`src/hdl/isa_pkg.sv`:
```
`timescale 1ns / 1ps
// Package for the indexed shift array: item types, codes and the control store.
// Used by indexed_shift_array_top; depends on nothing else.
package isa_pkg;

  // Table geometry
  localparam int unsigned DEPTH  = 16;
  localparam int unsigned AW     = $clog2(DEPTH);
  localparam int unsigned CW     = $clog2(DEPTH + 1);
  localparam int unsigned UPC_W  = 4;

  // Field widths fixed by the item format
  localparam int unsigned OP_W   = 2;
  localparam int unsigned IDX_W  = 4;
  localparam int unsigned WORD_W = 32;
  localparam int unsigned ST_W   = 2;
  localparam int unsigned CNT_W  = 5;

  typedef enum logic [OP_W-1:0] {
    OP_INSERT = 2'd0,
    OP_REMOVE = 2'd1,
    OP_PLACE  = 2'd2,
    OP_READ   = 2'd3
  } op_e;

  typedef enum logic [ST_W-1:0] {
    ST_DONE  = 2'd0,
    ST_RANGE = 2'd1,
    ST_FULL  = 2'd2
  } status_e;

  typedef struct packed {
    logic [OP_W-1:0]          operation;
    logic [IDX_W-1:0]         index;
    logic signed [WORD_W-1:0] value;
  } in_item_t;

  typedef struct packed {
    logic [ST_W-1:0]          status;
    logic signed [WORD_W-1:0] read_data;
    logic [CNT_W-1:0]         count;
  } out_item_t;

  // Control word fields
  typedef enum logic [1:0] {RD_NONE, RD_PTR_M1, RD_PTR_P1, RD_IDX} rd_sel_e;
  typedef enum logic [1:0] {WR_NONE, WR_PTR_RD, WR_IDX_VAL} wr_sel_e;
  typedef enum logic [1:0] {PTR_HOLD, PTR_LOAD, PTR_DEC, PTR_INC} ptr_op_e;
  typedef enum logic [1:0] {CNT_HOLD, CNT_INC, CNT_DEC} cnt_op_e;
  typedef enum logic [1:0] {EM_NONE, EM_PLAIN, EM_READ} emit_e;
  typedef enum logic [2:0] {
    CD_ALWAYS,    // jump to target
    CD_PTR_EQ,    // jump when pointer reached the index, else fall through
    CD_PTR_LAST,  // jump when pointer+1 reaches the count, else fall through
    CD_OUT_BUSY,  // hold while the result waits to be taken, else back to idle
    CD_DISPATCH   // idle: new item to its routine, rejected item to result step
  } cond_e;

  typedef struct packed {
    rd_sel_e          rd_sel;
    wr_sel_e          wr_sel;
    ptr_op_e          ptr_op;
    cnt_op_e          cnt_op;
    emit_e            emit;
    cond_e            cond;
    logic [UPC_W-1:0] target;
  } ucw_t;

  // Program addresses
  localparam logic [UPC_W-1:0] UPC_IDLE     = 4'd0;
  localparam logic [UPC_W-1:0] UPC_INS_TEST = 4'd1;
  localparam logic [UPC_W-1:0] UPC_INS_MOVE = 4'd2;
  localparam logic [UPC_W-1:0] UPC_INS_PUT  = 4'd3;
  localparam logic [UPC_W-1:0] UPC_REM_TEST = 4'd4;
  localparam logic [UPC_W-1:0] UPC_REM_MOVE = 4'd5;
  localparam logic [UPC_W-1:0] UPC_REM_DROP = 4'd6;
  localparam logic [UPC_W-1:0] UPC_PLC_PUT  = 4'd7;
  localparam logic [UPC_W-1:0] UPC_RD_FETCH = 4'd8;
  localparam logic [UPC_W-1:0] UPC_RD_EMIT  = 4'd9;
  localparam logic [UPC_W-1:0] UPC_EMIT     = 4'd10;

  // Control store: one word per program step
  function automatic ucw_t ucode(input logic [UPC_W-1:0] upc);
    ucw_t w;
    w = '{RD_NONE, WR_NONE, PTR_HOLD, CNT_HOLD, EM_NONE, CD_ALWAYS, UPC_IDLE};
    unique case (upc)
      UPC_IDLE:     w = '{RD_NONE, WR_NONE, PTR_LOAD, CNT_HOLD, EM_NONE,
                          CD_DISPATCH, UPC_IDLE};
      // insert: walk down from the count, moving each entry up one
      UPC_INS_TEST: w = '{RD_PTR_M1, WR_NONE, PTR_HOLD, CNT_HOLD, EM_NONE,
                          CD_PTR_EQ, UPC_INS_PUT};
      UPC_INS_MOVE: w = '{RD_NONE, WR_PTR_RD, PTR_DEC, CNT_HOLD, EM_NONE,
                          CD_ALWAYS, UPC_INS_TEST};
      UPC_INS_PUT:  w = '{RD_NONE, WR_IDX_VAL, PTR_HOLD, CNT_INC, EM_NONE,
                          CD_ALWAYS, UPC_EMIT};
      // remove: walk up from the index, moving each entry down one
      UPC_REM_TEST: w = '{RD_PTR_P1, WR_NONE, PTR_HOLD, CNT_HOLD, EM_NONE,
                          CD_PTR_LAST, UPC_REM_DROP};
      UPC_REM_MOVE: w = '{RD_NONE, WR_PTR_RD, PTR_INC, CNT_HOLD, EM_NONE,
                          CD_ALWAYS, UPC_REM_TEST};
      UPC_REM_DROP: w = '{RD_NONE, WR_NONE, PTR_HOLD, CNT_DEC, EM_NONE,
                          CD_ALWAYS, UPC_EMIT};
      UPC_PLC_PUT:  w = '{RD_NONE, WR_IDX_VAL, PTR_HOLD, CNT_INC, EM_NONE,
                          CD_ALWAYS, UPC_EMIT};
      UPC_RD_FETCH: w = '{RD_IDX, WR_NONE, PTR_HOLD, CNT_HOLD, EM_NONE,
                          CD_ALWAYS, UPC_RD_EMIT};
      UPC_RD_EMIT:  w = '{RD_NONE, WR_NONE, PTR_HOLD, CNT_HOLD, EM_READ,
                          CD_OUT_BUSY, UPC_RD_EMIT};
      UPC_EMIT:     w = '{RD_NONE, WR_NONE, PTR_HOLD, CNT_HOLD, EM_PLAIN,
                          CD_OUT_BUSY, UPC_EMIT};
      default:      w = '{RD_NONE, WR_NONE, PTR_HOLD, CNT_HOLD, EM_NONE,
                          CD_ALWAYS, UPC_IDLE};
    endcase
    return w;
  endfunction

  // Entry point of each routine, or the plain result step on a rejected item
  function automatic logic [UPC_W-1:0] dispatch(input op_e op, input status_e st);
    logic [UPC_W-1:0] t;
    t = UPC_EMIT;
    if (st == ST_DONE) begin
      unique case (op)
        OP_INSERT: t = UPC_INS_TEST;
        OP_REMOVE: t = UPC_REM_TEST;
        OP_PLACE:  t = UPC_PLC_PUT;
        OP_READ:   t = UPC_RD_FETCH;
        default:   t = UPC_EMIT;
      endcase
    end
    return t;
  endfunction

endpackage

```
`src/hdl/indexed_shift_array_top.sv`:
```
`timescale 1ns / 1ps
// Indexed shift array: microcoded sequencer over a single-port entry memory.
// Steps: one memory access per step; each moved entry takes a read and a write step.
// Throughput: one item at a time; the next item is taken once the result is in
//   the output register, even while that result still waits to be taken.
// Reset: asynchronous, clears count, sequencer and output valid; entries undefined.
// Depends on isa_pkg.
module indexed_shift_array_top
  import isa_pkg::*;
(
  input  logic      clk_i,
  input  logic      rst_ni,
  input  logic      in_valid_i,
  output logic      in_stall_o,
  input  in_item_t  in_item_i,
  output logic      out_valid_o,
  input  logic      out_stall_i,
  output out_item_t out_item_o
);

  // Entry memory and datapath registers
  logic [WORD_W-1:0] mem [DEPTH];
  logic [WORD_W-1:0] rd_q;
  logic [UPC_W-1:0]  upc_q, upc_d;
  logic [AW-1:0]     ptr_q, ptr_d;
  logic [CW-1:0]     count_q, count_d;
  op_e               op_q;
  logic [IDX_W-1:0]  idx_q;
  logic [WORD_W-1:0] val_q;
  status_e           status_q, status_in;
  logic              out_valid_q;
  out_item_t         out_q;

  ucw_t              uw;
  logic              in_acc;
  logic              out_busy;
  logic              ptr_eq;
  logic              ptr_last;
  logic [AW-1:0]     rd_addr;
  logic              rd_en;
  logic [AW-1:0]     wr_addr;
  logic [WORD_W-1:0] wr_data;
  logic              wr_en;
  logic              emit_go;
  op_e               op_in;

  assign uw       = ucode(upc_q);
  assign in_stall_o = (upc_q != UPC_IDLE);
  assign in_acc   = in_valid_i && !in_stall_o;
  assign out_busy = out_valid_q && out_stall_i;
  assign op_in    = op_e'(in_item_i.operation);

  // Checks on an arriving item against the live count
  always_comb begin
    status_in = ST_DONE;
    unique case (op_in)
      OP_INSERT: begin
        if ({1'b0, in_item_i.index} >= CW'(count_q)) status_in = ST_RANGE;
        else if (count_q >= CW'(DEPTH))               status_in = ST_FULL;
      end
      OP_PLACE: begin
        if (count_q >= CW'(DEPTH))                       status_in = ST_FULL;
        else if ({1'b0, in_item_i.index} >= CW'(DEPTH)) status_in = ST_RANGE;
      end
      default: begin
        if ({1'b0, in_item_i.index} >= CW'(count_q)) status_in = ST_RANGE;
      end
    endcase
  end

  // Loop conditions
  assign ptr_eq   = (ptr_q == AW'(idx_q));
  assign ptr_last = ((CW'(ptr_q) + CW'(1)) >= count_q);

  // Memory address and data selection
  always_comb begin
    rd_en   = 1'b1;
    rd_addr = ptr_q;
    case (uw.rd_sel)
      RD_PTR_M1: rd_addr = ptr_q - AW'(1);
      RD_PTR_P1: rd_addr = ptr_q + AW'(1);
      RD_IDX:    rd_addr = AW'(idx_q);
      default:   rd_en   = 1'b0;
    endcase
  end

  always_comb begin
    wr_en   = 1'b1;
    wr_addr = ptr_q;
    wr_data = rd_q;
    case (uw.wr_sel)
      WR_PTR_RD:  wr_addr = ptr_q;
      WR_IDX_VAL: begin
        wr_addr = AW'(idx_q);
        wr_data = val_q;
      end
      default:    wr_en = 1'b0;
    endcase
  end

  always_ff @(posedge clk_i) begin
    if (wr_en) begin
      mem[wr_addr] <= wr_data;
    end
    if (rd_en) begin
      rd_q <= mem[rd_addr];
    end
  end

  // Sequencer: next step, pointer and count
  assign emit_go = (uw.emit != EM_NONE) && !out_busy;

  always_comb begin
    upc_d = upc_q + UPC_W'(1);
    case (uw.cond)
      CD_ALWAYS:   upc_d = uw.target;
      CD_PTR_EQ:   if (ptr_eq)   upc_d = uw.target;
      CD_PTR_LAST: if (ptr_last) upc_d = uw.target;
      CD_OUT_BUSY: upc_d = out_busy ? uw.target : UPC_IDLE;
      CD_DISPATCH: upc_d = in_acc ? dispatch(op_in, status_in) : upc_q;
      default:     upc_d = UPC_IDLE;
    endcase
  end

  always_comb begin
    ptr_d = ptr_q;
    case (uw.ptr_op)
      PTR_LOAD: ptr_d = (op_in == OP_INSERT) ? AW'(count_q) : AW'(in_item_i.index);
      PTR_DEC:  ptr_d = ptr_q - AW'(1);
      PTR_INC:  ptr_d = ptr_q + AW'(1);
      default:  ptr_d = ptr_q;
    endcase
  end

  always_comb begin
    count_d = count_q;
    case (uw.cnt_op)
      CNT_INC: count_d = count_q + CW'(1);
      CNT_DEC: count_d = count_q - CW'(1);
      default: count_d = count_q;
    endcase
  end

  // Control state
  always_ff @(posedge clk_i or negedge rst_ni) begin
    if (!rst_ni) begin
      upc_q       <= UPC_IDLE;
      count_q     <= '0;
      out_valid_q <= 1'b0;
    end else begin
      upc_q   <= upc_d;
      count_q <= count_d;
      if (emit_go) begin
        out_valid_q <= 1'b1;
      end else if (!out_stall_i) begin
        out_valid_q <= 1'b0;
      end
    end
  end

  // Item and result payload
  always_ff @(posedge clk_i) begin
    ptr_q <= ptr_d;
    if (in_acc) begin
      op_q     <= op_in;
      idx_q    <= in_item_i.index;
      val_q    <= in_item_i.value;
      status_q <= status_in;
    end
    if (emit_go) begin
      out_q.status    <= status_q;
      out_q.read_data <= (uw.emit == EM_READ) ? rd_q : '0;
      out_q.count     <= CNT_W'(count_q);
    end
  end

  assign out_valid_o = out_valid_q;
  assign out_item_o  = out_q;

  // Assertions
  a_count_bound: assert property (@(posedge clk_i) disable iff (!rst_ni)
    count_q <= CW'(DEPTH))
    else $error("entry count above capacity");

  a_count_step: assert property (@(posedge clk_i) disable iff (!rst_ni)
    (count_q == $past(count_q)) || (count_q == $past(count_q) + CW'(1)) ||
    (count_q == $past(count_q) - CW'(1)))
    else $error("entry count moved by more than one");

  a_leave_idle: assert property (@(posedge clk_i) disable iff (!rst_ni)
    in_acc |=> (upc_q != UPC_IDLE))
    else $error("accepted item not dispatched");

  a_ins_walk: assert property (@(posedge clk_i) disable iff (!rst_ni)
    (upc_q == UPC_INS_TEST) |-> ({1'b0, ptr_q} >= {1'b0, AW'(idx_q)}))
    else $error("insert walk passed its index");

  a_count_on_result: assert property (@(posedge clk_i) disable iff (!rst_ni)
    (emit_go && (op_q == OP_READ)) |-> (count_d == count_q))
    else $error("read changed the count");

endmodule

```
`config.mk`:
```
export PLATFORM = sky130hd
export DESIGN_NAME = indexed_shift_array_top
export DESIGN_NICKNAME = d
export VERILOG_FILES = /design/src/hdl/isa_pkg.sv /design/src/hdl/indexed_shift_array_top.sv
export SDC_FILE = /design/constraint.sdc
export NUM_CORES = 1
export LEC_CHECK = 0
export BUFFER_PORTS_ARGS = -buffer_cell sky130_fd_sc_hd__buf_2
export CAP_MARGIN = 20
export CORE_ASPECT_RATIO = 0.6
export CORE_MARGIN = 2
export CORE_UTILIZATION = 31
export DETAILED_ROUTE_END_ITERATION = 7
export PLACE_DENSITY = 0.46
export SLEW_MARGIN = 20
export SYNTH_ARGS = -nofsm -noshare
export SYNTH_HDL_FRONTEND = slang
export SYNTH_SLANG_ARGS = --single-unit
```
`constraint.sdc`:
```
create_clock -name clk_i -period 6.1 [get_ports clk_i]
set_input_delay 0.915 -clock clk_i [delete_from_list [all_inputs] [get_ports clk_i]]
set_output_delay 0.915 -clock clk_i [all_outputs]
set_load 0.05 [all_outputs]
```
==> results.tsv <==
metric	value	unit
outcome	finished, final reports clean	
Cells after Synth	1595	
CTS tree	done	
Root Buffer	clkbuf_16	
Setup crit start	upc_q[2]	
final WL	67.8	mm
RR Startpoint	upc_q[2]	
initial antenna violation count	3	
largest net degree at the start of global routing	67	
Congestion Overflow GR	0	
syn_nets	1666	
height of the die	227	um
clk_lat worst skew	650	ps
number of library cell types mapped by synthesis	58	
WP buf/inv	3	
WP data arrival	4980	ps
vias in the first global route	14100	
WL/cell	24.2	um
max_slew headroom	24.1	%
placer congestion estimate	0.759	
port buffer count	82	
post-CTS sizing	0	
Yosys reg bits	635	
Vias	14300	
initial core utilization	31.4	%
Post-CTS Setup Repair Bufs	0	
Netlist Area Pre-Place	25600	um^2
Critical Path Stages	10	
Min-Delay Path Class	primary input to asynchronous set/reset pin	
full die area	85100	um^2
critical path class	register to register	
Vias/cell	5.10	
fmax	217	MHz
initial DRC count	1128	
first-pass GRT wire length	98.8	mm
Max stage delay on crit path	880	ps
Async S/R FF share, synth	1.57	%
RSZ-0062 raised after global routing	no	
final hold violation count	0	
skew final	35.5	ps
CP top delay family	adder cells	
remaining antenna violation count after routing	0	
Synth Flop Type	edfxtp_1	
deepest clock path buffer count	3	
P&R area growth vs syn	14.9	%
fill cell count	7690	
Worst-Margin Slew	1130	ps
RR Endpoint	mem[6][20]	
Max Cap Viol	0	
cell mode on critical path	buf_4	
Req. time, crit path	6460	ps
Synth warnings	0	
Nets	1742	
Pre-antenna DRT Iters	6	
Tcrit/Tclk final	75.6	%
setup TNS	0	ps
max-slew violations	0	
Critical Path Sink	mem[6][20]	
row count	81	
total track usage	15.8	%
CP Max Fanout	32	
core region area	81700	um^2
CTS Sinks	635	
most frequent cells in the layout	edfxtp_1, nand2_1, a21oi_1	
TritonCTS Buffers	61	
hpwl dp	39.2	mm
Worst setup SP type	register	
Worst Setup End Kind	register	
Reg clk slew, reported paths	70	ps
worst-path cell chain	ha_1 -> nor2_1 -> or2_2 -> inv_1 -> ha_2 -> buf_4 -> nor3b_1 -> a31oi_1 -> nor2_4 -> buf_4	
synthesized area per cell	16.1	um^2
sequential fraction of the synthesis area	74.2	%
H-Tree Level Count	2	
slowest stage cell, crit path	dfrtp_1	
most common cell after layout, fill and taps aside	edfxtp_1	
io pins	83	
Residual DRC	0	
final setup violation count	0	
Die Width	375	um
minimum clock period	4610	ps
FF-to-FF setup slack	1490	ps
share of cells above drive strength 1	16.2	%
R2R cell count	10	
Post-synth EDFFs	625	
hold_buf cts	0	
## kinds of logic after synthesis
logic type | Yosys count | synth area share (%)
compound gates | 319 | 8.56
xor+xnor | 18 | 0.615
fa+ha+maj | 29 | 1.44
buf+inv | 132 | 2.80
flops | 635 | 74.2
mux | 167 | 6.68
simple gates | 295 | 5.72
## per-layer routing
layer / global-route usage [%] / routed length [um]
met1: 24.7 / 34600
met2: 22.6 / 28300
met5: 0 / 0
met3: 3.19 / 3980
met4: 3.14 / 974
## cells in the mapped netlist (2+ instances only)
master	instances	share of area (%)
edfxtp_1	625	73
nand2_1	154	2.3
a21oi_1	142	2.8
mux2i_1	135	5.3
a221oi_1	128	4.4
clkbuf_1	46	0.67
and2_1	34	0.83
mux2_2	32	1.4
or4_1	32	0.94
buf_2	31	0.61
ha_1	28	1.4
nor2_1	27	0.40
inv_1	24	0.35
buf_6	21	0.92
o21ai_0	14	0.27
dfrtp_1	10	0.98
xor2_1	10	0.34
a31oi_1	9	0.22
nor3_1	8	0.16
xnor2_1	8	0.27
buf_4	7	0.20
nand2b_1	5	0.12
and3b_1	4	0.14
nand3_1	4	0.078
nor4bb_1	4	0.16
or2_2	4	0.098
a21o_1	3	0.088
and3_1	3	0.073
buf_1	3	0.044
nor2b_1	3	0.073
nor3b_1	3	0.088
a211o_1	2	0.068
a211oi_1	2	0.059
a221o_1	2	0.078
a32oi_1	2	0.068
o21a_1	2	0.059
o31ai_1	2	0.059
or2_1	2	0.049
## through the flow
stage | std cells | setup WS [ps] | hold slack (ps) | cell area (um^2) | util (%)
2_1_floorplan | 1595 | 1810 | 400 | 25600 | -
3_3_place_gp | 2686 | 1560 | 406 | 27300 | 33.5
3_5_place_dp | 2686 | 1480 | 432 | 27300 | 33.5
4_1_cts | 2799 | 1450 | 106 | 29400 | 36.0
5_1_grt | 2800 | 1230 | 124 | 29400 | 36.0
6_report | 2801 | 1490 | 152 | 29400 | 36.0
## flip-flops by register name (all words and copies together), names as in the netlist, 2 cells and up
register and cells:
out_item_o 39, mem 512, rd_q 32, idx_q 4
status_q 2, upc_q 4, ptr_q 4, count_q 5
val_q 32
## cell type report
| cell class | count | area (um^2) | share of cell area, % |
|---|---|---|---|
| Tap cell | 1079 | 1350 | 4.59 |
| Clock buffer | 75 | 1600 | 5.44 |
| Multi-Input combinational cell | 828 | 6070 | 20.6 |
| Antenna cell | 1 | 2.50 | 0.00850 |
| Clock inverter | 38 | 473 | 1.61 |
| Sequential cell | 635 | 19000 | 64.6 |
| Inverter | 24 | 90.1 | 0.306 |
| Timing Repair Buffer | 121 | 841 | 2.86 |
## worst register-to-register path: cells and delay by family, from the launching register on
| family | cells | cell delay, ps |
|---|---|---|
| adder cells (fa/ha/maj) | 2 | 1110 |
| flip-flops | 1 | 880 |
| buffers and inverters | 3 | 860 |
| AND/OR/NAND/NOR | 4 | 800 |
| AO/OA/AOI/OAI | 1 | 680 |
## how the worst min path moves through the flow
stage,startpoint,end,slack [ps]
floorplan,status_q[0],out_item_o[37],400
global placement,status_q[1],out_item_o[38],410
detailed placement,status_q[1],out_item_o[38],430
CTS,rst_ni,count_q[4],110
global route,rst_ni,count_q[4],120
finish,rst_ni,count_q[4],150
Power is left out: the tool's default activity adds up to more than one toggle a clock period on the data nets, which glitch-free logic cannot reach.
